[src/hdl/d8fd_pkg.sv]
// ----------------------------------------------------------------------------
// d8fd_pkg
// Shared constants for the D8 flow direction pipeline: widths, the Q0.16
// diagonal weight and the configuration register indexes.
// ----------------------------------------------------------------------------
`default_nettype none

package d8fd_pkg;

  // default elevation width
  localparam int ELEV_BITS_DEF = 24;

  // eight neighbors, numbered clockwise from north
  localparam int NUM_DIRS = 8;
  localparam int DIR_BITS = 3;

  // 1/sqrt2 in Q0.16 and the extra product bits it adds (sign included)
  localparam int Q16_FRAC_BITS  = 16;
  localparam int WEIGHT_BITS    = 18;
  localparam logic signed [WEIGHT_BITS-1:0] Q16_INV_SQRT2 = 18'sd46341;

  // configuration port
  localparam int CFG_INDEX_BITS = 8;
  localparam logic [CFG_INDEX_BITS-1:0] REG_DESCENT_ONLY = 8'd0;
  localparam logic [CFG_INDEX_BITS-1:0] REG_NO_EDGES     = 8'd1;

  // reset values of the registers
  localparam logic DESCENT_ONLY_RST = 1'b1;
  localparam logic NO_EDGES_RST     = 1'b0;

endpackage : d8fd_pkg

`default_nettype wire

[src/hdl/d8_flow_direction_core.sv]
// ----------------------------------------------------------------------------
// d8_flow_direction_core
// D8 steepest-descent direction of one 3x3 elevation window.
// ----------------------------------------------------------------------------
// Throughput: one window per cycle while result_stall is low; five register stages (drop,
//   weight, two tree levels, output) each hold one word and move as a stall allows.
// Reset: rst clears all stage valid bits and sets descent_only=1, no_edges=0.
// Config writes are always taken (cfg_ready is high).
`default_nettype none

module d8_flow_direction_core #(
  parameter int ELEV_BITS = d8fd_pkg::ELEV_BITS_DEF
) (
  input  wire logic                                 clk,
  input  wire logic                                 rst,
  // configuration write channel
  input  wire logic                                 cfg_valid,
  output      logic                                 cfg_ready,
  input  wire logic [d8fd_pkg::CFG_INDEX_BITS-1:0]  cfg_index,
  input  wire logic                                 cfg_data,
  // window channel
  input  wire logic                                 item_valid,
  output      logic                                 item_stall,
  input  wire logic signed [ELEV_BITS-1:0]          center_value,
  input  wire logic                                 center_valid,
  input  wire logic signed [ELEV_BITS-1:0]          north_value,
  input  wire logic signed [ELEV_BITS-1:0]          northeast_value,
  input  wire logic signed [ELEV_BITS-1:0]          east_value,
  input  wire logic signed [ELEV_BITS-1:0]          southeast_value,
  input  wire logic signed [ELEV_BITS-1:0]          south_value,
  input  wire logic signed [ELEV_BITS-1:0]          southwest_value,
  input  wire logic signed [ELEV_BITS-1:0]          west_value,
  input  wire logic signed [ELEV_BITS-1:0]          northwest_value,
  input  wire logic [d8fd_pkg::NUM_DIRS-1:0]        neighbor_valid,
  // result channel
  output      logic                                 result_valid,
  input  wire logic                                 result_stall,
  output      logic [d8fd_pkg::DIR_BITS-1:0]        flow_direction,
  output      logic                                 direction_found
);
  import d8fd_pkg::*;

  localparam int DROP_BITS = ELEV_BITS + 1 + WEIGHT_BITS - 1;

  logic                        descent_only;
  logic                        no_edges;
  logic signed [ELEV_BITS-1:0] nbr_value [NUM_DIRS];

  logic                        s1_ready;
  logic                        s1_valid;
  logic signed [ELEV_BITS:0]   s1_dz [NUM_DIRS];
  logic [NUM_DIRS-1:0]         s1_accept;
  logic                        s1_kill;

  logic                        s2_ready;
  logic                        s2_valid;
  logic signed [DROP_BITS-1:0] s2_drop [NUM_DIRS];
  logic [NUM_DIRS-1:0]         s2_accept;
  logic                        s2_kill;

  logic                        s3_ready;

  // config registers
  assign cfg_ready = 1'b1;

  always_ff @(posedge clk) begin
    if (rst) begin
      descent_only <= DESCENT_ONLY_RST;
      no_edges     <= NO_EDGES_RST;
    end else if (cfg_valid && cfg_ready) begin
      unique case (cfg_index)
        REG_DESCENT_ONLY: descent_only <= cfg_data;
        REG_NO_EDGES:     no_edges     <= cfg_data;
        default: ;
      endcase
    end
  end

  // neighbors in direction order
  assign nbr_value[0] = north_value;
  assign nbr_value[1] = northeast_value;
  assign nbr_value[2] = east_value;
  assign nbr_value[3] = southeast_value;
  assign nbr_value[4] = south_value;
  assign nbr_value[5] = southwest_value;
  assign nbr_value[6] = west_value;
  assign nbr_value[7] = northwest_value;

  assign item_stall = !s1_ready;

  d8fd_diff #(
    .ELEV_BITS (ELEV_BITS)
  ) u_diff (
    .clk            (clk),
    .rst            (rst),
    .up_valid       (item_valid),
    .up_ready       (s1_ready),
    .down_ready     (s2_ready),
    .down_valid     (s1_valid),
    .descent_only   (descent_only),
    .no_edges       (no_edges),
    .center_value   (center_value),
    .center_valid   (center_valid),
    .nbr_value      (nbr_value),
    .neighbor_valid (neighbor_valid),
    .dz             (s1_dz),
    .accept         (s1_accept),
    .kill           (s1_kill)
  );

  d8fd_weight #(
    .ELEV_BITS (ELEV_BITS),
    .DROP_BITS (DROP_BITS)
  ) u_weight (
    .clk        (clk),
    .rst        (rst),
    .up_valid   (s1_valid),
    .up_ready   (s2_ready),
    .down_ready (s3_ready),
    .down_valid (s2_valid),
    .dz         (s1_dz),
    .accept_in  (s1_accept),
    .kill_in    (s1_kill),
    .drop       (s2_drop),
    .accept     (s2_accept),
    .kill       (s2_kill)
  );

  d8fd_reduce #(
    .DROP_BITS (DROP_BITS)
  ) u_reduce (
    .clk             (clk),
    .rst             (rst),
    .up_valid        (s2_valid),
    .up_ready        (s3_ready),
    .down_ready      (!result_stall),
    .down_valid      (result_valid),
    .drop            (s2_drop),
    .accept          (s2_accept),
    .kill_in         (s2_kill),
    .flow_direction  (flow_direction),
    .direction_found (direction_found)
  );

  // no direction always reads as north
  a_none_is_zero: assert property (@(posedge clk) disable iff (rst)
    (result_valid && !direction_found) |-> (flow_direction == '0))
    else $error("flow_direction nonzero with no direction found");

  // input stalls only when a result is waiting at the output
  a_stall_needs_full: assert property (@(posedge clk) disable iff (rst)
    item_stall |-> result_valid)
    else $error("input stalled with an empty output stage");

  // a free output lets the whole pipeline move
  a_free_flow: assert property (@(posedge clk) disable iff (rst)
    !result_stall |-> !item_stall)
    else $error("input stalled while output is free");

  // an accepted window lands in the first stage
  a_enter_stage1: assert property (@(posedge clk) disable iff (rst)
    (item_valid && !item_stall) |=> s1_valid)
    else $error("accepted window lost at first stage");

endmodule : d8_flow_direction_core

`default_nettype wire

[src/hdl/d8fd_diff.sv]
// ----------------------------------------------------------------------------
// d8fd_diff
// First stage: drop from the center to each neighbor, the per-neighbor
// accept bits and the kill flag for invalid center or missing edges.
// ----------------------------------------------------------------------------
`default_nettype none

module d8fd_diff #(
  parameter int ELEV_BITS = d8fd_pkg::ELEV_BITS_DEF
) (
  input  wire logic                        clk,
  input  wire logic                        rst,
  input  wire logic                        up_valid,
  output      logic                        up_ready,
  input  wire logic                        down_ready,
  output      logic                        down_valid,
  input  wire logic                        descent_only,
  input  wire logic                        no_edges,
  input  wire logic signed [ELEV_BITS-1:0] center_value,
  input  wire logic                        center_valid,
  input  wire logic signed [ELEV_BITS-1:0] nbr_value [d8fd_pkg::NUM_DIRS],
  input  wire logic [d8fd_pkg::NUM_DIRS-1:0] neighbor_valid,
  output      logic signed [ELEV_BITS:0]   dz [d8fd_pkg::NUM_DIRS],
  output      logic [d8fd_pkg::NUM_DIRS-1:0] accept,
  output      logic                        kill
);
  import d8fd_pkg::*;

  logic signed [ELEV_BITS:0]   dz_next [NUM_DIRS];
  logic [NUM_DIRS-1:0]         accept_next;

  // exact drop, one bit wider than the elevations
  always_comb begin
    for (int i = 0; i < NUM_DIRS; i++) begin
      dz_next[i] = $signed({center_value[ELEV_BITS-1], center_value})
                 - $signed({nbr_value[i][ELEV_BITS-1], nbr_value[i]});
      // weights are positive, so the weighted drop is positive iff dz is
      accept_next[i] = neighbor_valid[i]
                     && (!descent_only || (!dz_next[i][ELEV_BITS] && (|dz_next[i])));
    end
  end

  assign up_ready = !down_valid || down_ready;

  // advance valid
  always_ff @(posedge clk) begin
    if (rst) begin
      down_valid <= 1'b0;
    end else if (up_ready) begin
      down_valid <= up_valid;
    end
  end

  // load word
  always_ff @(posedge clk) begin
    if (up_ready && up_valid) begin
      dz     <= dz_next;
      accept <= accept_next;
      kill   <= !center_valid || (no_edges && !(&neighbor_valid));
    end
  end

endmodule : d8fd_diff

`default_nettype wire

[src/hdl/d8fd_weight.sv]
// ----------------------------------------------------------------------------
// d8fd_weight
// Second stage: weight each drop in Q.16, a shift for orthogonal
// neighbors and a multiply by 1/sqrt2 for diagonal ones.
// ----------------------------------------------------------------------------
`default_nettype none

module d8fd_weight #(
  parameter int ELEV_BITS = d8fd_pkg::ELEV_BITS_DEF,
  parameter int DROP_BITS = ELEV_BITS + 1 + d8fd_pkg::WEIGHT_BITS - 1
) (
  input  wire logic                        clk,
  input  wire logic                        rst,
  input  wire logic                        up_valid,
  output      logic                        up_ready,
  input  wire logic                        down_ready,
  output      logic                        down_valid,
  input  wire logic signed [ELEV_BITS:0]   dz [d8fd_pkg::NUM_DIRS],
  input  wire logic [d8fd_pkg::NUM_DIRS-1:0] accept_in,
  input  wire logic                        kill_in,
  output      logic signed [DROP_BITS-1:0] drop [d8fd_pkg::NUM_DIRS],
  output      logic [d8fd_pkg::NUM_DIRS-1:0] accept,
  output      logic                        kill
);
  import d8fd_pkg::*;

  localparam int PAD_BITS = DROP_BITS - (ELEV_BITS + 1) - Q16_FRAC_BITS;

  logic signed [DROP_BITS-1:0] drop_next [NUM_DIRS];

  // even index: dz * 1.0, odd index: dz * 1/sqrt2
  always_comb begin
    for (int i = 0; i < NUM_DIRS; i++) begin
      if (i % 2 == 0) begin
        drop_next[i] = $signed({{PAD_BITS{dz[i][ELEV_BITS]}}, dz[i],
                                {Q16_FRAC_BITS{1'b0}}});
      end else begin
        drop_next[i] = DROP_BITS'(dz[i] * Q16_INV_SQRT2);
      end
    end
  end

  assign up_ready = !down_valid || down_ready;

  // advance valid
  always_ff @(posedge clk) begin
    if (rst) begin
      down_valid <= 1'b0;
    end else if (up_ready) begin
      down_valid <= up_valid;
    end
  end

  // load word
  always_ff @(posedge clk) begin
    if (up_ready && up_valid) begin
      drop   <= drop_next;
      accept <= accept_in;
      kill   <= kill_in;
    end
  end

endmodule : d8fd_weight

`default_nettype wire

[src/hdl/d8fd_reduce.sv]
// ----------------------------------------------------------------------------
// d8fd_reduce
// Last three stages: registered pairwise tree that picks the largest
// accepted weighted drop, lower index on ties, then the output register.
// ----------------------------------------------------------------------------
`default_nettype none

module d8fd_reduce #(
  parameter int DROP_BITS = d8fd_pkg::ELEV_BITS_DEF + d8fd_pkg::WEIGHT_BITS
) (
  input  wire logic                          clk,
  input  wire logic                          rst,
  input  wire logic                          up_valid,
  output      logic                          up_ready,
  input  wire logic                          down_ready,
  output      logic                          down_valid,
  input  wire logic signed [DROP_BITS-1:0]   drop [d8fd_pkg::NUM_DIRS],
  input  wire logic [d8fd_pkg::NUM_DIRS-1:0] accept,
  input  wire logic                          kill_in,
  output      logic [d8fd_pkg::DIR_BITS-1:0] flow_direction,
  output      logic                          direction_found
);
  import d8fd_pkg::*;

  typedef struct packed {
    logic                        found;
    logic [DIR_BITS-1:0]         dir;
    logic signed [DROP_BITS-1:0] drop;
  } cand_t;

  // right side wins only when the left has nothing or it is strictly larger
  function automatic cand_t pick(input cand_t lo, input cand_t hi);
    cand_t res;
    res = lo;
    if (hi.found && (!lo.found || (hi.drop > lo.drop))) begin
      res = hi;
    end
    return res;
  endfunction

  logic [2:0] vld;
  logic [2:0] rdy;
  cand_t      lvl1 [4];
  cand_t      lvl2 [2];
  logic       kill_l1;
  logic       kill_l2;
  cand_t      leaf [NUM_DIRS];
  cand_t      best;

  // leaves of the tree
  always_comb begin
    for (int i = 0; i < NUM_DIRS; i++) begin
      leaf[i].found = accept[i];
      leaf[i].dir   = DIR_BITS'(i);
      leaf[i].drop  = drop[i];
    end
  end

  assign best = pick(lvl2[0], lvl2[1]);

  // ready chain from the output back
  assign rdy[2]     = !vld[2] || down_ready;
  assign rdy[1]     = !vld[1] || rdy[2];
  assign rdy[0]     = !vld[0] || rdy[1];
  assign up_ready   = rdy[0];
  assign down_valid = vld[2];

  // advance valid bits
  always_ff @(posedge clk) begin
    if (rst) begin
      vld <= '0;
    end else begin
      if (rdy[0]) vld[0] <= up_valid;
      if (rdy[1]) vld[1] <= vld[0];
      if (rdy[2]) vld[2] <= vld[1];
    end
  end

  // tree level one: four pairs
  always_ff @(posedge clk) begin
    if (rdy[0] && up_valid) begin
      for (int i = 0; i < 4; i++) begin
        lvl1[i] <= pick(leaf[2*i], leaf[2*i+1]);
      end
      kill_l1 <= kill_in;
    end
  end

  // tree level two
  always_ff @(posedge clk) begin
    if (rdy[1] && vld[0]) begin
      lvl2[0] <= pick(lvl1[0], lvl1[1]);
      lvl2[1] <= pick(lvl1[2], lvl1[3]);
      kill_l2 <= kill_l1;
    end
  end

  // final pick into the output register
  always_ff @(posedge clk) begin
    if (rdy[2] && vld[1]) begin
      direction_found <= best.found && !kill_l2;
      flow_direction  <= (best.found && !kill_l2) ? best.dir : '0;
    end
  end

endmodule : d8fd_reduce

`default_nettype wire

[config.mk]
export PLATFORM = sky130hd
export DESIGN_NAME = d8_flow_direction_core
export DESIGN_NICKNAME = d
export VERILOG_FILES = /design/src/hdl/d8fd_pkg.sv /design/src/hdl/d8_flow_direction_core.sv /design/src/hdl/d8fd_diff.sv /design/src/hdl/d8fd_weight.sv /design/src/hdl/d8fd_reduce.sv
export SDC_FILE = /design/constraint.sdc
export NUM_CORES = 2
export LEC_CHECK = 0
export ABC_CLOCK_PERIOD_IN_PS = 21300
export BUFFER_PORTS_ARGS = -buffer_cell sky130_fd_sc_hd__buf_4
export CORE_ASPECT_RATIO = 1.25
export CORE_UTILIZATION = 65
export DETAILED_ROUTE_END_ITERATION = 8
export PLACE_DENSITY = 0.83
export SYNTH_ARGS = -nofsm -noshare
export SYNTH_HDL_FRONTEND = slang
export SYNTH_SLANG_ARGS = --single-unit
[constraint.sdc]
create_clock -name clk -period 21.3 [get_ports clk]
set_input_delay 1.065 -clock clk [delete_from_list [all_inputs] [get_ports clk]]
set_output_delay 1.065 -clock clk [all_outputs]
set_load 0.05 [all_outputs]
; Word level (Yosys, flattened, before mapping)
; Memories as Yosys holds them, arrays and structs flattened.
; Index checks and enable logic that the tools add are counted.
[classes]
n_lt_le_gt_ge = 7
mux = 17
eq_ne = 1
n_reduce_logical = 89
addsub = 8
multipliers = 4
[op_table]
columns = operator, n
row1 = two-way mux 46 bit, 13
row2 = OR reduction 25 bit, 8
row3 = subtractor 24 x 24 -> 25 bit, 8
row4 = greater-than comparator 42 x 41 -> 1 bit, 4
row5 = multiplier 25 x 17 -> 42 bit (second input constant), 4
row6 = greater-than comparator 42 bit, 3
row7 = logical AND 1 bit, 30
row8 = zero test 1 bit, 26
row9 = logical OR 1 bit, 21
row10 = == test 8 x 1 -> 1 bit (second input constant), 1
row11 = zero test 8 bit, 1
row12 = AND reduction 8 bit, 1
row13 = two-way mux 1 bit, 4
row14 = AND reduction 2 bit, 2
[word_totals]
elab_cells = 159
ff_bits = 499
ramBits = 276
mem_count = 2
[memory_table]
columns = name, depth, width, read_ports, rd_ports_with_merged_regs, wr, line
row1 = u_reduce.lvl1, 4, 46, 4, 0, 4, d8fd_reduce.sv:43  ; cand_t lvl1 [4];
row2 = u_reduce.lvl2, 2, 46, 2, 0, 2, d8fd_reduce.sv:44  ; cand_t lvl2 [2];

; Longest topological paths before layout
[depth]
word_depth = 7
ltp_mapped = 22
depth_no_buf = 21

; Cells and area by module
; From an unflattened synthesis, not the netlist that was laid out.
[unflattened]
cells_unflattened = 7268
area_unflattened_um2 = 75698.9
[modules_own_cells]
columns = module, cells_each, seq_area_each_um2, area_per_inst_um2, n_inst
row1 = d8fd_weight, 3608, 8338.0, 38089.0, 1
row2 = d8fd_reduce, 1665, 8227.9, 19468.7, 1
row3 = d8fd_diff, 1978, 6296.0, 18011.0, 1
row4 = d8_flow_direction_core, 17, 40.0, 130.1, 1

; Worst setup path after synthesis
; Ideal clock, no wire load.
[synth_timing]
path_type = register to register
start = register u_weight.down_valid
end = register u_weight.accept[0] (netlist name) (enable)
setup_ns = 1.081
slack_ns = 5.001
t_required_ns = 20.219
t_arrival_ns = 15.218
path_stages_with_launch = 2
cell_sequence = dfxtp_1 -> a31oi_1
[synth_via]
elab_chain_len = 3
[synth_lines]
columns = item, line
row1 = "start, declared", d8fd_weight.sv:17  ; output logic down_valid,
row2 = "start signal, assigned", d8fd_weight.sv:50  ; down_valid <= up_valid;
row3 = zero test 1 bit, d8fd_weight.sv:43  ; assign up_ready = !down_valid || down_ready;
row4 = logical OR 1 bit, d8fd_weight.sv:43
row5 = logical AND 1 bit, d8fd_weight.sv:56  ; if (up_ready && up_valid) begin
row6 = "end signal, assigned", d8fd_weight.sv:58  ; accept <= accept_in;
row7 = "end, declared", d8fd_weight.sv:22  ; output logic [d8fd_pkg::NUM_DIRS-1:0] accept,
; No other way between the ends.
; A chain may end at the register's enable or synchronous reset.

==> results.py <==
metrics = {
    "status": {
        "outcome": "finished clean",
    },
    "grt": {
        "grt_pass1_wl_um": 286400,
        "grt_pass1_vias": 52360,
        "grt_util_all_layers": 0.3372,
        "grt_antenna_before_repair": 10,
        "grt_max_degree": 178,
        "grt_overflow": 0,
    },
    "floorplanning": {
        "ios": 246,
        "die_y_um": 372.6,
        "num_rows": 135,
        "dieArea_mm2": 0.1112,
        "die-width_um": 298.5,
        "start_util": 0.6577,
        "core_area_mm2": 0.1086,
    },
    "synthesis": {
        "syn_area_mm2": 0.07144,
        "synth-seq-cells": 765,
        "seq_area_frac_synth": 0.3206,
        "syn-num-nets": 8655,
        "synthArstFlopShare": 0,
        "avgSynthCellArea_um2": 10.58,
        "syn-instance-count": 6755,
        "synthDistinctLibCells": 84,
        "synth_ff_type": "edfxtp_1",
        "synth-edff-count": 758,
        "synthesis.yosys.warnings": 0,
    },
    "sta": {
        "finalClockSkew_ps": 16.71,
        "finalCritPeriodShare": 0.3022,
        "rsz0062_at_grt": "no",
        "hold_viol_final": 0,
        "setup_viol": 0,
        "worst_slew_pin_slew_ps": 1228,
        "fin_crit_ps": 6437,
        "whs_ps": 405.5,
        "tns_ps": 0,
        "max_freq_mhz": 155.4,
        "slew_violations": 0,
        "maxSlewHeadroom": 0.1815,
    },
    "clock_tree": {
        "postCtsSetupBuffers": 0,
        "clock_path_buffers": 3,
        "ctsHoldBuffers": 0,
        "numCtsBuffers": 79,
        "cts_sinks": 765,
        "clkSlewWorstSetupHoldPaths_ps": 60,
        "insertion_delay_ps": 680,
        "cts_resized": 0,
        "h-tree-depth": 3,
        "cts_tree": "built",
        "ctsRootBufferMaster": "clkbuf_16",
    },
    "route": {
        "route.detailed.drc": 0,
        "ant_nets": 0,
        "routed_wl_um": 186900,
        "drtPass1Iterations": 6,
        "wl_per_cell_um": 21.86,
        "drt_iter0_drc": 4295,
        "vias_per_cell": 5.980,
        "via_count": 51110,
    },
    "critical_path": {
        "cp_slowest_stage_delay_ps": 600,
        "worst-path-buf-inv": 4,
        "path_max_fanout": 6,
        "arrival_ps": 6850,
        "cp_top_family": "adder cells",
        "critical_path_class": "flop to flop",
        "cp_slowest_cell": "a2111oi_0",
        "crit_chain": "ha_1 > inv_1 > fa_1 > inv_1 > ha_1 > fa_1 > inv_1 > fa_1 > fa_1 > inv_1 > ha_1 > nand2_1 > nor2_1 > a221o_1 > a211o_1 > a21oi_1 > o31ai_1 > a2111oi_0 > o21bai_1 > a21oi_1 > xnor2_1",
        "startpoint_type": "flop",
        "r2r_cells": 21,
        "endpoint_kind": "flop",
        "cp.depth": 21,
        "cp.required_ps": 21710,
    },
    "layout": {
        "syn2layout_area_growth_pct": 8.917,
        "design_area_mm2": 0.07781,
        "fill_cells": 7713,
        "nets": 8944,
        "regArea_mm2": 0.02290,
        "drive_above_1_share": 0.08937,
        "multi_input_area_mm2": 0.04235,
    },
    "job": {
        "maxCapViolations": 0,
    },
    "placed_design": {
        "dp_hpwl_um": 146800,
        "place_congestion": 0.9757,
        "numPortBuffers": 244,
        "place_area_mm2": 0.07508,
    },
    "hold_path": {
        "hold_depth": 0,
        "hold_class": "flop to flop",
    },
}
flip-flops by register name (all words and copies together) (netlist names):
name	count
descent_only	1
no_edges	1
u_diff.accept	8
u_diff.down_valid	1
u_diff.dz	200
u_diff.kill	1
u_reduce.direction_found	1
u_reduce.flow_direction	3
u_reduce.kill_l1	1
u_reduce.kill_l2	1
u_reduce.lvl1	176
u_reduce.lvl2	90
u_reduce.vld	3
u_weight.accept	8
u_weight.down_valid	1
u_weight.drop	268
u_weight.kill	1
metrics by stage:
stage               utilization  setup slack (ps)  std cells
floorplan                     -              5001       6755
global placement         0.6913             15070       8401
detailed placement       0.6913             14960       8401
CTS                      0.7163             14940       8543
global route             0.7163             14590       8544
finish                   0.7164             14860       8547
placed cells by master, fill, tap and decap left out, types with 14 or more instances in the layout:
cell	instances
a2111oi_0	14
a211o_1	15
a211oi_1	37
a21boi_0	16
a21o_1	198
a21oi_1	303
a221oi_1	18
a31o_2	14
a31oi_1	27
and2_1	51
and3_1	45
buf_4	264
clkbuf_16	82
edfxtp_1	758
fa_1	511
ha_1	1150
inv_1	1599
mux2_2	193
mux2i_1	14
nand2_1	166
nand2b_1	49
nand3_1	83
nand4_1	85
nor2_1	258
nor2b_1	58
nor3_1	106
nor4_1	35
o211ai_1	33
o21a_1	66
o21ai_0	185
o21bai_1	53
o311ai_0	15
o31a_1	18
o31ai_1	24
or2_2	22
or3_1	34
or4_1	19
xnor2_1	179
xor2_1	68
worst reg2reg max path, cell delays in order (launching register included):
cell,delay (ps)
edfxtp_1,520
ha_1,370
inv_1,60
fa_1,500
inv_1,40
ha_1,290
fa_1,480
inv_1,50
fa_1,460
fa_1,500
inv_1,50
ha_1,340
nand2_1,150
nor2_1,90
a221o_1,320
a211o_1,350
a21oi_1,350
o31ai_1,250
a2111oi_0,600
o21bai_1,150
a21oi_1,200
xnor2_1,100
synthesized netlist by cell type, types with 19 or more instances:
master	number	area, µm²
a211oi_1	37	277.8
nand2_1	166	623.1
fa_1	511	10230
nor2_1	259	972.2
nor4_1	35	219.0
nand4_1	85	531.8
inv_1	1599	6002
o211ai_1	33	247.7
a21oi_1	303	1516
a31oi_1	28	175.2
xor2_1	68	595.6
ha_1	1150	14390
xnor2_1	179	1568
and2_1	51	319.1
a21o_1	198	1486
nand3_1	83	415.4
nor2b_1	59	369.1
o21ai_0	185	925.9
mux2_2	193	2173
edfxtp_1	758	22760
or2_2	22	137.6
o31ai_1	24	180.2
or4_1	19	142.6
nand2b_1	49	306.5
and3_1	45	281.5
nor3_1	106	530.5
o21bai_1	53	397.9
clkbuf_1	53	198.9
o21a_1	66	495.5
or3_1	34	212.7
layer usage:
layer  track usage  share of wire
met5             0       0.000096
met4        0.1799          0.059
met3       0.04285          0.071
met2        0.5596           0.48
met1        0.4300           0.39
worst paths after layout:
kind | from | slack [ps] | end
hold / removal | u_diff.dz[89] | 410 | u_weight.drop[156]
setup reg to reg | u_diff.dz[7] | 14860 | u_weight.drop[40]
hold reg to reg | u_diff.dz[89] | 410 | u_weight.drop[156]
setup / recovery | u_diff.dz[7] | 14860 | u_weight.drop[40]
layout make-up:
class | count | area share
Multi-Input combinational cell | 4332 | 0.5443
Clock buffer | 92 | 0.02686
Sequential cell | 765 | 0.2943
Timing Repair Buffer | 266 | 0.02599
Antenna cell | 4 | 0.0001286
Tap cell | 1438 | 0.02312
Clock inverter | 50 | 0.008024
Inverter | 1600 | 0.07719
logic make-up (layout without fill, tap and decap cells):
family          Yosys count  after routing  share of synthesized area
fa+ha+maj              1661           1661                     0.3446
xor+xnor                247            247                    0.03028
mux                     207            207                    0.03239
simple gates           1078           1078                    0.07892
flops                   765            765                     0.3206
other cells               1              5                 0.00005249
buf+inv                1658           2008                    0.08719
compound gates         1138           1138                     0.1059
Power is left out: the tool's default activity adds up to more than one toggle a clock period on the data nets, which glitch-free logic cannot reach.
